`src/sv/circle_outline_rasterizer_macros.svh`:
```
// Assertion macros shared by the circle outline rasterizer RTL.
`ifndef CIRCLE_OUTLINE_RASTERIZER_MACROS_SVH
`define CIRCLE_OUTLINE_RASTERIZER_MACROS_SVH

// Same-cycle implication, checked on every rising clock edge outside reset.
`define COR_ASSERT_NOW(lbl, ante, cons, msg) \
    lbl: assert property (@(posedge clk) disable iff (!rst_n) (ante) |-> (cons)) \
        else $error(msg);

// Next-cycle implication, checked on every rising clock edge outside reset.
`define COR_ASSERT_NEXT(lbl, ante, cons, msg) \
    lbl: assert property (@(posedge clk) disable iff (!rst_n) (ante) |=> (cons)) \
        else $error(msg);

`endif

```
`src/sv/cor_pkg.sv`:
```
// Package with the shared types and constants of the circle outline rasterizer.
`default_nettype none

package cor_pkg;

    localparam int COORD_BITS_DEF = 15;
    localparam int QUEUE_DEPTH    = 2;
    localparam int OCT_BITS       = 3;

    localparam logic FUNC_ADVANCE = 1'b0;
    localparam logic FUNC_START   = 1'b1;

    localparam logic [OCT_BITS-1:0] OCT_FIRST = 3'd0;
    localparam logic [OCT_BITS-1:0] OCT_LAST  = 3'd7;

    typedef struct packed {
        logic idle;
        logic done;
    } job_ctrl_t;

endpackage

`default_nettype wire

```
`src/sv/cor_front.sv`:
```
// Front end: accepts words, keeps the circle state and runs one Andres iteration per word while a circle is active.
`default_nettype none

module cor_front
    import cor_pkg::*;
#(
    parameter int COORD_BITS = COORD_BITS_DEF
) (
    input  wire logic                         clk,
    input  wire logic                         rst_n,
    input  wire logic                         in_valid,
    output logic                              in_ready,
    input  wire logic                         func,
    input  wire logic signed [COORD_BITS-1:0] center_x,
    input  wire logic signed [COORD_BITS-1:0] center_y,
    input  wire logic        [COORD_BITS-2:0] radius,
    output logic                              job_push,
    input  wire logic                         job_full,
    output job_ctrl_t                         job_ctrl,
    output logic signed [COORD_BITS-1:0]      job_cx,
    output logic signed [COORD_BITS-1:0]      job_cy,
    output logic signed [COORD_BITS-1:0]      job_x,
    output logic signed [COORD_BITS-1:0]      job_y
);

    localparam int DW = COORD_BITS + 2;
    localparam logic signed [DW-1:0]         D_ONE = DW'(1);
    localparam logic signed [DW-1:0]         D_TWO = DW'(2);
    localparam logic signed [COORD_BITS-1:0] C_ONE = COORD_BITS'(1);

    logic signed [COORD_BITS-1:0] cx_reg, cx_next;
    logic signed [COORD_BITS-1:0] cy_reg, cy_next;
    logic        [COORD_BITS-2:0] r_reg, r_next;
    logic signed [COORD_BITS-1:0] x_reg, x_next;
    logic signed [COORD_BITS-1:0] y_reg, y_next;
    logic signed [DW-1:0]         d_reg, d_next;
    logic                         active_reg, active_next;

    logic                         start;
    logic                         accept;
    logic                         act;
    logic signed [COORD_BITS-1:0] cx_cur, cy_cur, x_cur, y_cur, x_new, y_new;
    logic        [COORD_BITS-2:0] r_cur;
    logic signed [DW-1:0]         d_cur, d_new, two_x, two_y, two_rmy, r_ext;
    logic                         done;

    assign in_ready = !job_full;
    assign accept   = in_valid && !job_full;
    assign job_push = accept;

    always_comb
    begin
        start  = (func == FUNC_START);
        cx_cur = start ? center_x : cx_reg;
        cy_cur = start ? center_y : cy_reg;
        r_cur  = start ? radius : r_reg;
        x_cur  = start ? '0 : x_reg;
        y_cur  = start ? $signed({1'b0, radius}) : y_reg;
        d_cur  = start ? ($signed({3'b000, radius}) - D_ONE) : d_reg;
        act    = start || active_reg;

        two_x   = DW'(x_cur) <<< 1;
        two_y   = DW'(y_cur) <<< 1;
        r_ext   = $signed({3'b000, r_cur});
        two_rmy = (r_ext - DW'(y_cur)) <<< 1;

        // Three-way Andres step: move right, move down, or move diagonally.
        if (d_cur >= two_x)
        begin
            d_new = d_cur - two_x - D_ONE;
            x_new = x_cur + C_ONE;
            y_new = y_cur;
        end
        else if (d_cur < two_rmy)
        begin
            d_new = d_cur + two_y - D_ONE;
            x_new = x_cur;
            y_new = y_cur - C_ONE;
        end
        else
        begin
            d_new = d_cur + two_y - two_x - D_TWO;
            x_new = x_cur + C_ONE;
            y_new = y_cur - C_ONE;
        end
        done = (y_new < x_new);

        job_ctrl.idle = !act;
        job_ctrl.done = act && done;
        job_cx        = cx_cur;
        job_cy        = cy_cur;
        job_x         = x_cur;
        job_y         = y_cur;

        cx_next     = cx_reg;
        cy_next     = cy_reg;
        r_next      = r_reg;
        x_next      = x_reg;
        y_next      = y_reg;
        d_next      = d_reg;
        active_next = active_reg;
        if (accept)
        begin
            if (start)
            begin
                cx_next = center_x;
                cy_next = center_y;
                r_next  = radius;
            end
            if (act)
            begin
                x_next      = x_new;
                y_next      = y_new;
                d_next      = d_new;
                active_next = !done;
            end
        end
    end

    always_ff @(posedge clk or negedge rst_n)
    begin
        if (!rst_n)
        begin
            active_reg <= 1'b0;
        end
        else
        begin
            active_reg <= active_next;
        end
    end

    always_ff @(posedge clk)
    begin
        cx_reg <= cx_next;
        cy_reg <= cy_next;
        r_reg  <= r_next;
        x_reg  <= x_next;
        y_reg  <= y_next;
        d_reg  <= d_next;
    end

endmodule

`default_nettype wire

```
`src/sv/cor_queue.sv`:
```
// Short first-in first-out queue of iteration jobs between the front and the back end.
`default_nettype none

module cor_queue
    import cor_pkg::*;
#(
    parameter int WIDTH = 8,
    parameter int DEPTH = QUEUE_DEPTH
) (
    input  wire logic             clk,
    input  wire logic             rst_n,
    input  wire logic             push,
    input  wire logic [WIDTH-1:0] wr_data,
    output logic                  full,
    input  wire logic             pop,
    output logic [WIDTH-1:0]      rd_data,
    output logic                  empty
);

    localparam int PW = (DEPTH > 1) ? $clog2(DEPTH) : 1;
    localparam int CW = $clog2(DEPTH + 1);
    localparam logic [PW-1:0] PTR_LAST = PW'(DEPTH - 1);
    localparam logic [CW-1:0] CNT_FULL = CW'(DEPTH);
    localparam logic [CW-1:0] CNT_ONE  = CW'(1);

    logic [WIDTH-1:0] slot_reg [DEPTH];
    logic [PW-1:0]    wr_ptr_reg, wr_ptr_next;
    logic [PW-1:0]    rd_ptr_reg, rd_ptr_next;
    logic [CW-1:0]    count_reg, count_next;

    assign full    = (count_reg == CNT_FULL);
    assign empty   = (count_reg == '0);
    assign rd_data = slot_reg[rd_ptr_reg];

    always_comb
    begin
        wr_ptr_next = wr_ptr_reg;
        rd_ptr_next = rd_ptr_reg;
        count_next  = count_reg;
        if (push && !full)
        begin
            wr_ptr_next = (wr_ptr_reg == PTR_LAST) ? '0 : wr_ptr_reg + PW'(1);
        end
        if (pop && !empty)
        begin
            rd_ptr_next = (rd_ptr_reg == PTR_LAST) ? '0 : rd_ptr_reg + PW'(1);
        end
        if ((push && !full) && !(pop && !empty))
        begin
            count_next = count_reg + CNT_ONE;
        end
        else if (!(push && !full) && (pop && !empty))
        begin
            count_next = count_reg - CNT_ONE;
        end
    end

    always_ff @(posedge clk or negedge rst_n)
    begin
        if (!rst_n)
        begin
            wr_ptr_reg <= '0;
            rd_ptr_reg <= '0;
            count_reg  <= '0;
        end
        else
        begin
            wr_ptr_reg <= wr_ptr_next;
            rd_ptr_reg <= rd_ptr_next;
            count_reg  <= count_next;
        end
    end

    always_ff @(posedge clk)
    begin
        if (push && !full)
        begin
            slot_reg[wr_ptr_reg] <= wr_data;
        end
    end

endmodule

`default_nettype wire

```
`src/sv/cor_back.sv`:
```
// Back end: walks the eight mirrored positions of each circle job, or one idle word, into a registered output word.
`default_nettype none

module cor_back
    import cor_pkg::*;
#(
    parameter int COORD_BITS = COORD_BITS_DEF
) (
    input  wire logic                         clk,
    input  wire logic                         rst_n,
    input  wire logic                         job_valid,
    output logic                              job_pop,
    input  wire job_ctrl_t                    job_ctrl,
    input  wire logic signed [COORD_BITS-1:0] job_cx,
    input  wire logic signed [COORD_BITS-1:0] job_cy,
    input  wire logic signed [COORD_BITS-1:0] job_x,
    input  wire logic signed [COORD_BITS-1:0] job_y,
    output logic                              out_valid,
    input  wire logic                         out_ready,
    output logic signed [COORD_BITS:0]        pixel_x,
    output logic signed [COORD_BITS:0]        pixel_y,
    output logic [OCT_BITS-1:0]               octant,
    output logic                              last,
    output logic                              circle_done,
    output logic                              idle
);

    localparam int PW = COORD_BITS + 1;

    logic [OCT_BITS-1:0]   oct_reg, oct_next;
    logic                  valid_reg, valid_next;
    logic signed [PW-1:0]  px_reg, py_reg;
    logic [OCT_BITS-1:0]   octant_reg;
    logic                  last_reg, done_reg, idle_reg;

    logic                  load;
    logic                  final_word;
    logic signed [PW-1:0]  cxe, cye, ae, be, px_val, py_val;

    assign out_valid   = valid_reg;
    assign pixel_x     = px_reg;
    assign pixel_y     = py_reg;
    assign octant      = octant_reg;
    assign last        = last_reg;
    assign circle_done = done_reg;
    assign idle        = idle_reg;

    always_comb
    begin
        load       = job_valid && (!valid_reg || out_ready);
        final_word = job_ctrl.idle || (oct_reg == OCT_LAST);
        job_pop    = load && final_word;

        // Bit 0 swaps x and y, bit 1 negates the x offset, bit 2 the y offset.
        cxe    = PW'(job_cx);
        cye    = PW'(job_cy);
        ae     = oct_reg[0] ? PW'(job_y) : PW'(job_x);
        be     = oct_reg[0] ? PW'(job_x) : PW'(job_y);
        px_val = oct_reg[1] ? (cxe - ae) : (cxe + ae);
        py_val = oct_reg[2] ? (cye - be) : (cye + be);

        oct_next   = oct_reg;
        valid_next = valid_reg;
        if (load)
        begin
            valid_next = 1'b1;
            oct_next   = final_word ? OCT_FIRST : oct_reg + OCT_BITS'(1);
        end
        else if (out_ready)
        begin
            valid_next = 1'b0;
        end
    end

    always_ff @(posedge clk or negedge rst_n)
    begin
        if (!rst_n)
        begin
            oct_reg   <= OCT_FIRST;
            valid_reg <= 1'b0;
        end
        else
        begin
            oct_reg   <= oct_next;
            valid_reg <= valid_next;
        end
    end

    always_ff @(posedge clk)
    begin
        if (load)
        begin
            if (job_ctrl.idle)
            begin
                px_reg     <= '0;
                py_reg     <= '0;
                octant_reg <= OCT_FIRST;
                last_reg   <= 1'b1;
                done_reg   <= 1'b0;
                idle_reg   <= 1'b1;
            end
            else
            begin
                px_reg     <= px_val;
                py_reg     <= py_val;
                octant_reg <= oct_reg;
                last_reg   <= (oct_reg == OCT_LAST);
                done_reg   <= (oct_reg == OCT_LAST) && job_ctrl.done;
                idle_reg   <= 1'b0;
            end
        end
    end

endmodule

`default_nettype wire

```
`src/sv/circle_outline_rasterizer.sv`:
```
// Top level of the circle outline rasterizer: front end, job queue and back end.
`default_nettype none
`include "circle_outline_rasterizer_macros.svh"

// Circle outline rasterizer (Andres algorithm). A start word (func = 1) loads
// the center and radius and begins a new circle, dropping any circle still in
// progress; every word, start or advance, then runs one iteration and yields the
// eight mirrored pixels of the current (x, y) as eight output words, octant 0
// through 7, with last set on octant 7. Pixels repeated where x is zero or x
// equals y are still sent. The iteration that ends the circle also sets
// circle_done on its octant 7 word. An advance word with no circle running gives
// a single word with idle and last set and all pixel fields zero. Timing: the
// front end runs the iteration in the cycle the word is accepted and pushes the
// result into a two-entry job queue; the back end sends one output word per
// cycle while out_ready is high, from a registered output stage, so a circle
// word costs eight output words and an idle word one. The back end holds the
// job at the head of the queue until its last word is loaded; input words
// are taken back to back while the queue has room, and the first output word
// of a job passes through the job queue and then the output register. Pixel
// coordinates are exact sums, COORD_BITS + 1 bits wide.
module circle_outline_rasterizer
    import cor_pkg::*;
#(
    parameter int COORD_BITS = COORD_BITS_DEF
) (
    input  wire logic                         clk,
    input  wire logic                         rst_n,
    input  wire logic                         in_valid,
    output logic                              in_ready,
    input  wire logic                         func,
    input  wire logic signed [COORD_BITS-1:0] center_x,
    input  wire logic signed [COORD_BITS-1:0] center_y,
    input  wire logic        [COORD_BITS-2:0] radius,
    output logic                              out_valid,
    input  wire logic                         out_ready,
    output logic signed [COORD_BITS:0]        pixel_x,
    output logic signed [COORD_BITS:0]        pixel_y,
    output logic [OCT_BITS-1:0]               octant,
    output logic                              last,
    output logic                              circle_done,
    output logic                              idle
);

    // A job holds the control flags, the center and the current (x, y).
    localparam int JOB_BITS = $bits(job_ctrl_t) + 4 * COORD_BITS;

    logic                         job_push;
    logic                         job_full;
    logic                         job_pop;
    logic                         job_empty;
    job_ctrl_t                    front_ctrl;
    logic signed [COORD_BITS-1:0] front_cx, front_cy, front_x, front_y;
    logic [JOB_BITS-1:0]          wr_job, rd_job;
    job_ctrl_t                    back_ctrl;
    logic signed [COORD_BITS-1:0] back_cx, back_cy, back_x, back_y;

    cor_front #(
        .COORD_BITS (COORD_BITS)
    ) u_front (
        .clk      (clk),
        .rst_n    (rst_n),
        .in_valid (in_valid),
        .in_ready (in_ready),
        .func     (func),
        .center_x (center_x),
        .center_y (center_y),
        .radius   (radius),
        .job_push (job_push),
        .job_full (job_full),
        .job_ctrl (front_ctrl),
        .job_cx   (front_cx),
        .job_cy   (front_cy),
        .job_x    (front_x),
        .job_y    (front_y)
    );

    assign wr_job = {front_ctrl, front_cx, front_cy, front_x, front_y};

    cor_queue #(
        .WIDTH (JOB_BITS),
        .DEPTH (QUEUE_DEPTH)
    ) u_queue (
        .clk     (clk),
        .rst_n   (rst_n),
        .push    (job_push),
        .wr_data (wr_job),
        .full    (job_full),
        .pop     (job_pop),
        .rd_data (rd_job),
        .empty   (job_empty)
    );

    assign {back_ctrl, back_cx, back_cy, back_x, back_y} = rd_job;

    cor_back #(
        .COORD_BITS (COORD_BITS)
    ) u_back (
        .clk         (clk),
        .rst_n       (rst_n),
        .job_valid   (!job_empty),
        .job_pop     (job_pop),
        .job_ctrl    (back_ctrl),
        .job_cx      (back_cx),
        .job_cy      (back_cy),
        .job_x       (back_x),
        .job_y       (back_y),
        .out_valid   (out_valid),
        .out_ready   (out_ready),
        .pixel_x     (pixel_x),
        .pixel_y     (pixel_y),
        .octant      (octant),
        .last        (last),
        .circle_done (circle_done),
        .idle        (idle)
    );

    // An idle word is always a single, final word with octant zero.
    `COR_ASSERT_NOW(a_idle_word, out_valid && idle, last && !circle_done && octant == OCT_FIRST, "idle word malformed")

    // A circle word is final exactly on octant seven; circle_done only appears there.
    `COR_ASSERT_NOW(a_last_octant, out_valid && !idle, last == (octant == OCT_LAST), "last does not match octant")
    `COR_ASSERT_NOW(a_done_on_last, out_valid && circle_done, last && !idle, "circle_done off the final word")

    // A taken non-final circle word is followed by the next octant of the same item.
    `COR_ASSERT_NEXT(a_octant_order, out_valid && out_ready && !last, out_valid && !idle && octant == $past(octant) + 3'd1, "octant sequence broken")

endmodule

`default_nettype wire

```
`config.mk`:
```
export PLATFORM = sky130hd
export DESIGN_NAME = circle_outline_rasterizer
export DESIGN_NICKNAME = d
export VERILOG_FILES = /design/src/sv/cor_pkg.sv /design/src/sv/cor_front.sv /design/src/sv/cor_queue.sv /design/src/sv/cor_back.sv /design/src/sv/circle_outline_rasterizer.sv
export VERILOG_INCLUDE_DIRS = /design/src /design/src/sv
export SDC_FILE = /design/constraint.sdc
export NUM_CORES = 1
export LEC_CHECK = 0
export BUFFER_PORTS_ARGS = -buffer_cell sky130_fd_sc_hd__buf_2
export CAP_MARGIN = 10
export CORE_UTILIZATION = 55
export CTS_CLUSTER_DIAMETER = 40
export CTS_CLUSTER_SIZE = 8
export DETAILED_ROUTE_END_ITERATION = 16
export PLACE_DENSITY = 0.76
export SLEW_MARGIN = 20
export SYNTH_ARGS = -nofsm -noshare
export SYNTH_HDL_FRONTEND = slang
export SYNTH_SLANG_ARGS = --single-unit
```
`constraint.sdc`:
```
create_clock -name clk -period 5.5 [get_ports clk]
set_clock_uncertainty 0.15 [all_clocks]
set_input_delay 1.1 -clock clk [delete_from_list [all_inputs] [get_ports clk]]
set_output_delay 1.1 -clock clk [all_outputs]
set_load 0.05 [all_outputs]
```
==> results by group, run 1 <==
Status
  – Status: finished, violations left
  – Failing checks: setup timing

Synthesis
  – Synth Area in Adders: 10.9%
  – Post-synth EDFFs: 253
  – Synth Area in Simple Gates: 12.6%
  – Yosys reg bits: roughly 260
  – Syn avg cell area: roughly 11 sq um
  – Post-Synth XOR/XNOR Area: about 8%
  – YS warnings: 0
  – Post-synthesis compound-gate area fraction: between 10 and 15%
  – Mux contribution to synthesized area: 9.33%
  – Synth Flop Type: edfxtp_1
  – Area share of the largest cell type after synthesis: between 40% and 50%
  – Sequential share of the synthesized area: between 40% and 50%
  – Largest family of logic cells by synthesized area: simple AND/OR/NAND/NOR gates
  – Synth top cells by count: edfxtp_1, ha_1, nor2_1
  – Top post-synthesis cells by area: edfxtp_1, ha_1, xnor2_1, mux2_2, mux4_2
  – Synth Net Count: around 1800
  – Mapped Cells: 1582
  – Async S/R FF share, synth: 3.44%
  – Post-synth cell types: 84
  – Dominant cell type by area after synthesis: edfxtp_1
  – Synth Cell Area: ~18000 sq um
  – Most numerous cell in the Yosys netlist: edfxtp_1

Placement
  – Placer Congestion: approximately 1
  – # placed instances: around 2300
  – Port Buffers: 88
  – HPWL after DPL: 34.5 mm
  – Placed Area: around 21000 sq um
  – Pre-CTS WS: -1.53 ns

Global routing
  – Congestion Overflow GR: 0
  – Number of global-route vias before repair: approximately 14000
  – Gr usage total: between 20 and 30%
  – Initial antenna violation count: 0
  – First-pass GRT wire length: 71.9 mm
  – Pin count of the biggest net entering global routing: 51

STA
  – Setup ws final: -1.04 ns
  – Setup TNS: -3.12 ns
  – RSZ-0062 raised after global routing: yes
  – Fin. max-slew vios: 0
  – Worst-margin pin slew: a little over 0.9 ns
  – Worst hold margin: 0.270 ns
  – Fin crit period: 6.54 ns
  – Crit share post-route: 119%
  – Final setup violation count: 6
  – Max Clock Freq: ~0.15 GHz
  – Rel. slew slack: 36.6%
  – Final hold viol count: 0

Layout
  – Area delta synth->final: 27.5%
  – Layout Nets: between 2000 and 2500
  – Max reg flops: around 120
  – Total inserted antenna cells: 0
  – Finished layout cell area: about 22000 sq um
  – Fin cells: 2410
  – Final design utilization: a little under three quarters
  – Layout cells sized above 1: between 30% and 40%

Clock network
  – Clk root buf: clkbuf_16
  – Clock sinks: between 200 and 300
  – Clock Latency Late Sink: 0.54 ns
  – # hold bufs at CTS: 0
  – CTS tree: yes
  – CTS H-tree lvls: 2
  – Total CTS buffers: 44
  – Worst-path clk slew: around 0.05 ns
  – Max Buffers Root-to-Sink: 3

Routing
  – Routed vias: roughly 14000
  – Antenna-violating nets left: 0
  – Avg WL per Cell: slightly below 20 um
  – Drt pass-1 iters: 5
  – Final wirelength: between 40 and 50 mm
  – Vias per cell: slightly below 6
  – 1st-iter DRT viols: about 900
  – DRC violations left: 0

Setup path
  – Worst Setup End Kind: flop
  – Crit path DAT: 6.80 ns
  – Critical Path Source Type: primary input
  – RR Startpoint: u_front.r_reg[0]
  – Reg2reg setup slack: -0.71 ns
  – Worst Reg2Reg Path Length in Cells: 33
  – CP max stage delay: about 0.46 ns
  – Worst path bufs/invs: 3
  – CP Class: in -> reg
  – CP Depth: 34
  – Critical register-to-register path endpoint: u_front.active_reg
  – Worst path slowest cell: o41a_1
  – Crit path max fanout: 8
  – CP most frequent cell: a21oi_2
  – Crit path max-delay family: compound AO/OA/AOI/OAI gates
  – CP Data Required Time: approximately 5.8 ns

Floorplanning
  – Site Rows: 65
  – Chip height: between 150 and 200 um
  – I/O pin total: 89
  – Initial core utilization: 55.9%
  – Full die area: roughly 33000 sq um
  – Core footprint: roughly 31000 sq um
  – Die width: roughly 180 um

Power and ir drop
  – Leak Pwr: around 9.4 nW
  – Maximum VDD drop: 525 uV
  – Pwr Total: ~16 mW
  – Power Density: around 730 nW/um^2

Flow run
  – Max_cap viols: 0

Min path
  – Hold Crit Class: in -> async
metal layers:
layer	track usage, %	wire length, um
met5	0	0
met4	11.5	1640
met3	3.55	2280
met2	49.3	23100
met1	34.7	19300
worst register-to-register path, delay by kind of cell, from the launching register on:
family | cells | cell delay (ns)
XOR/XNOR | 2 | 0.29
AO/OA/AOI/OAI | 17 | 3.28
AND/OR/NAND/NOR | 8 | 0.78
flip-flops | 1 | 0.36
adder cells (fa/ha/maj) | 4 | 1.13
buffers and inverters | 2 | 0.11
worst max path at each step:
stage / start / endpoint / slack, ns
detailed placement: func / u_front.active_reg / -1.53
floorplan: func / u_front.active_reg / -1.32
CTS: func / u_queue.slot_reg[0][60] / -0.86
finish: func / u_front.active_reg / -1.04
global route: func / u_front.active_reg / -1.31
global placement: func / u_queue.slot_reg[0][60] / -1.35
area by class of cell:
cell class                 instances  area, sq um
timing repair buffer             394         2800
tap                              402          503
fill                            2184         9050
sequential                       262         7830
multi-input combinational       1154         9540
clock buffer                      58         1170
inverter                         127          477
clock inverter                    13          114
cells in the final DEF (no fill, tap or decap), types with 16 or more instances in the layout:
| cell type | synthesis | final |
|---|---|---|
| nand3_1 | 32 | 31 |
| buf_2 | 9 | 86 |
| clkbuf_16 | 0 | 44 |
| xor2_1 | 48 | 48 |
| nor3_1 | 39 | 33 |
| inv_1 | 127 | 118 |
| ha_1 | 143 | 134 |
| nand2_1 | 78 | 76 |
| mux2i_1 | 21 | 20 |
| nand2b_1 | 29 | 29 |
| mux4_2 | 30 | 30 |
| nor2_1 | 130 | 127 |
| nor2b_1 | 24 | 24 |
| xnor2_1 | 107 | 104 |
| mux2_2 | 66 | 65 |
| a21oi_1 | 80 | 73 |
| o21a_1 | 21 | 21 |
| edfxtp_1 | 253 | 253 |
| o21ai_0 | 64 | 54 |
| a21o_1 | 26 | 26 |
| buf_4 | 0 | 301 |
| and2_1 | 16 | 16 |
timing repair:
| action | 4_1_cts | 5_1_grt |
|---|---|---|
| endpoints found under the setup margin | 9 | 19 |
| endpoints found under the hold margin | 0 | 0 |
| resized for setup | 17 | 66 |
| pin swaps | 13 | 23 |
| setup buffers | 18 | 3 |
cell families after synthesis:
logic type / Yosys count
buffers and inverters: 166
multiplexers: 118
AND/OR/NAND/NOR: 435
flip-flops: 262
AO/OA/AOI/OAI: 295
XOR/XNOR: 157
adder cells (fa/ha/maj): 149
power breakdown:
part	switching (mW)	internal [mW]
registers	0.315	3.21
clock network	0.912	1.49
logic	5.78	4.67
total	7.01	9.37
No activity file was read; power rests on OpenSTA's default activity.
==> run 2: changes to the inputs <==
--- a/config.mk
+++ b/config.mk
@@ -12,7 +12,7 @@
 export CTS_CLUSTER_DIAMETER = 40
 export CTS_CLUSTER_SIZE = 8
 export DETAILED_ROUTE_END_ITERATION = 16
-export PLACE_DENSITY = 0.76
+export PLACE_DENSITY = 0.73
 export SLEW_MARGIN = 20
 export SYNTH_ARGS = -nofsm -noshare
 export SYNTH_HDL_FRONTEND = slang
==> constraint.sdc (replaced) <==
create_clock -name clk -period 7.25 [get_ports clk]
set_clock_uncertainty 0.15 [all_clocks]
set_input_delay 1.45 -clock clk [delete_from_list [all_inputs] [get_ports clk]]
set_output_delay 1.45 -clock clk [all_outputs]
set_load 0.1 [all_outputs]
==> run 2 against run 1 <==
Against the previous run:
- the flow now finishes without violations
- clock-buffer cell count is the same
- wire length shrank 8.4%
- worst hold slack gained 0.082 ns
- final cell count shrank 9.5%
- non-clock buffer count shrank 229
- first-iteration DRC count grew 0.78%
- critical path type unchanged
- critical endpoint unchanged
==> results by group, run 2 (synthesized netlist as in run 1, its figures left out) <==
Clock network
  – Max Buffers Root-to-Sink: 3
  – Clock sinks: 262
  – CTS tree: yes
  – Clock Latency Late Sink: 0.53 ns
  – Total CTS buffers: between 40 and 50
  – CTS H-tree lvls: 2
  – Clk root buf: clkbuf_16
  – Worst-path clk slew: about 0.050 ns

Global routing
  – Met1 Track Usage GR: between 30% and 40%
  – Pin count of the biggest net entering global routing: 63
  – Congestion Overflow GR: 0
  – Met3 GRT Util: 3.14%
  – Most crowded layer after global routing: met2
  – First-pass GRT wire length: 67.5 mm
  – Gr usage total: around a quarter
  – Initial antenna violation count: 0
  – Met2 GRT Util: ~46%
  – Number of global-route vias before repair: 13021

Status
  – Status: finished clean

Floorplanning
  – Initial core utilization: between 50 and 60%
  – I/O pin total: 89
  – Full die area: 32700 sq um
  – Site Rows: 65
  – Core footprint: 31500 sq um
  – Chip height: roughly 180 um
  – Die width: 181 um

Layout
  – Commonest non-fill, non-tap cells in the layout: edfxtp_1, ha_1, nor2_1
  – Finished layout cell area: between 20000 and 25000 sq um
  – Area delta synth->final: 15.9%
  – Layout Nets: just under 2000
  – Layout cells sized above 1: around 20%
  – Max reg flops: about 120
  – # fillers: ~2400
  – Total inserted antenna cells: 0
  – Leading cell type in the layout, fill and taps excluded: edfxtp_1

Setup path
  – CP Data Required Time: 7.51 ns
  – CP most frequent cell: buf_4
  – CP Class: in -> reg
  – Crit path DAT: just over 7 ns
  – Crit path max fanout: 8
  – Worst Setup End Kind: flop
  – CP max stage delay: slightly above 0.5 ns
  – Critical Path Source Type: primary input
  – Reg2reg setup slack: a little over 1 ns
  – Worst path slowest cell: o41ai_2

STA
  – Fin. max-slew vios: 0
  – Final hold viol count: 0
  – Max Clock Freq: between 0.1 and 0.15 GHz
  – Fin crit period: 6.99 ns
  – Crit share post-route: a little over nine tenths
  – Worst-margin pin slew: just under 1 ns
  – Rel. slew slack: 35.3%
  – Final setup violation count: 0

Placement
  – HPWL after DPL: around 32 mm
  – Placed Area: approximately 19000 sq um
  – Placer Congestion: 0.913
  – Port Buffers: slightly below 90

Routing
  – Routed vias: roughly 13000
  – DRC violations left: 0
  – Antenna-violating nets left: 0
  – Drt pass-1 iters: 5
  – Vias per cell: between 5 and 6
  – 1st-iter DRT viols: roughly 900
  – Avg WL per Cell: approximately 19 um
  – Final wirelength: ~43 mm

Flow run
  – Max_cap viols: 0

Min path
  – Hold Crit Class: reg -> reg
==> run 2: metal layers <==
metal  vias up  routed length [um]
li1       6189                   -
met1      6248               18100
met2       395               20900
met3        98                2150
met4         0                1350
met5         -                   0
==> run 2: cell type report <==
type                    instances  area, sq um  share of cell area [%]
multi-input cells            1154         9190                    45.1
well taps                     402          503                    2.47
inverters                     127          478                    2.35
repair buffers                165         1050                    5.15
clock buffers                  58         1140                    5.61
clock inverters                14          188                   0.921
flip-flops and latches        262         7830                    38.4
==> run 2: final timing paths <==
kind,startpoint,to,depth (start not counted)
max in group asynchronous,rst_n,u_queue.rd_ptr_reg,1
setup reg to reg,u_front.r_reg[1],u_front.active_reg,31
setup / recovery,func,u_front.active_reg,32
min in group asynchronous,rst_n,u_back.oct_reg[1],1
hold reg to reg,u_back.out_valid,u_back.out_valid,2
hold / removal,u_back.out_valid,u_back.out_valid,2
==> run 2: worst max-delay path, delay by kind of cell <==
kind | cells | cell delay (ns)
buffers and inverters | 5 | 0.80
AO/OA/AOI/OAI | 15 | 2.83
XOR/XNOR | 2 | 0.28
multiplexers | 1 | 0.32
adder cells (fa/ha/maj) | 3 | 0.91
AND/OR/NAND/NOR | 6 | 0.63
==> run 2: timing repair <==
action                     in CTS  in global routing
buffers inserted                0                  1
setup endpoints to repair       0                  3
gates resized for setup         0                 10
hold buffers                    0                  0
==> run 2: through the flow <==
| stage | setup TNS, ns | setup WS, ns | cells | util, % | hold WS [ns] |
|---|---|---|---|---|---|
| after floorplan | 0 | 0.00391 | 1582 | - | 0.311 |
| after global placement | -0.0955 | -0.0425 | 2109 | 60.4 | 0.324 |
| after detailed placement | -0.952 | -0.333 | 2109 | 60.4 | 0.343 |
| after CTS | 0 | 0.164 | 2181 | 64.6 | 0.353 |
| after global routing | -0.0218 | -0.0218 | 2182 | 64.7 | 0.381 |
| final | 0 | 0.264 | 2182 | 64.7 | 0.352 |
Power of run 2 is not shown: default switching activity piles up to over one toggle a cycle in this logic, so the estimate is an artifact.
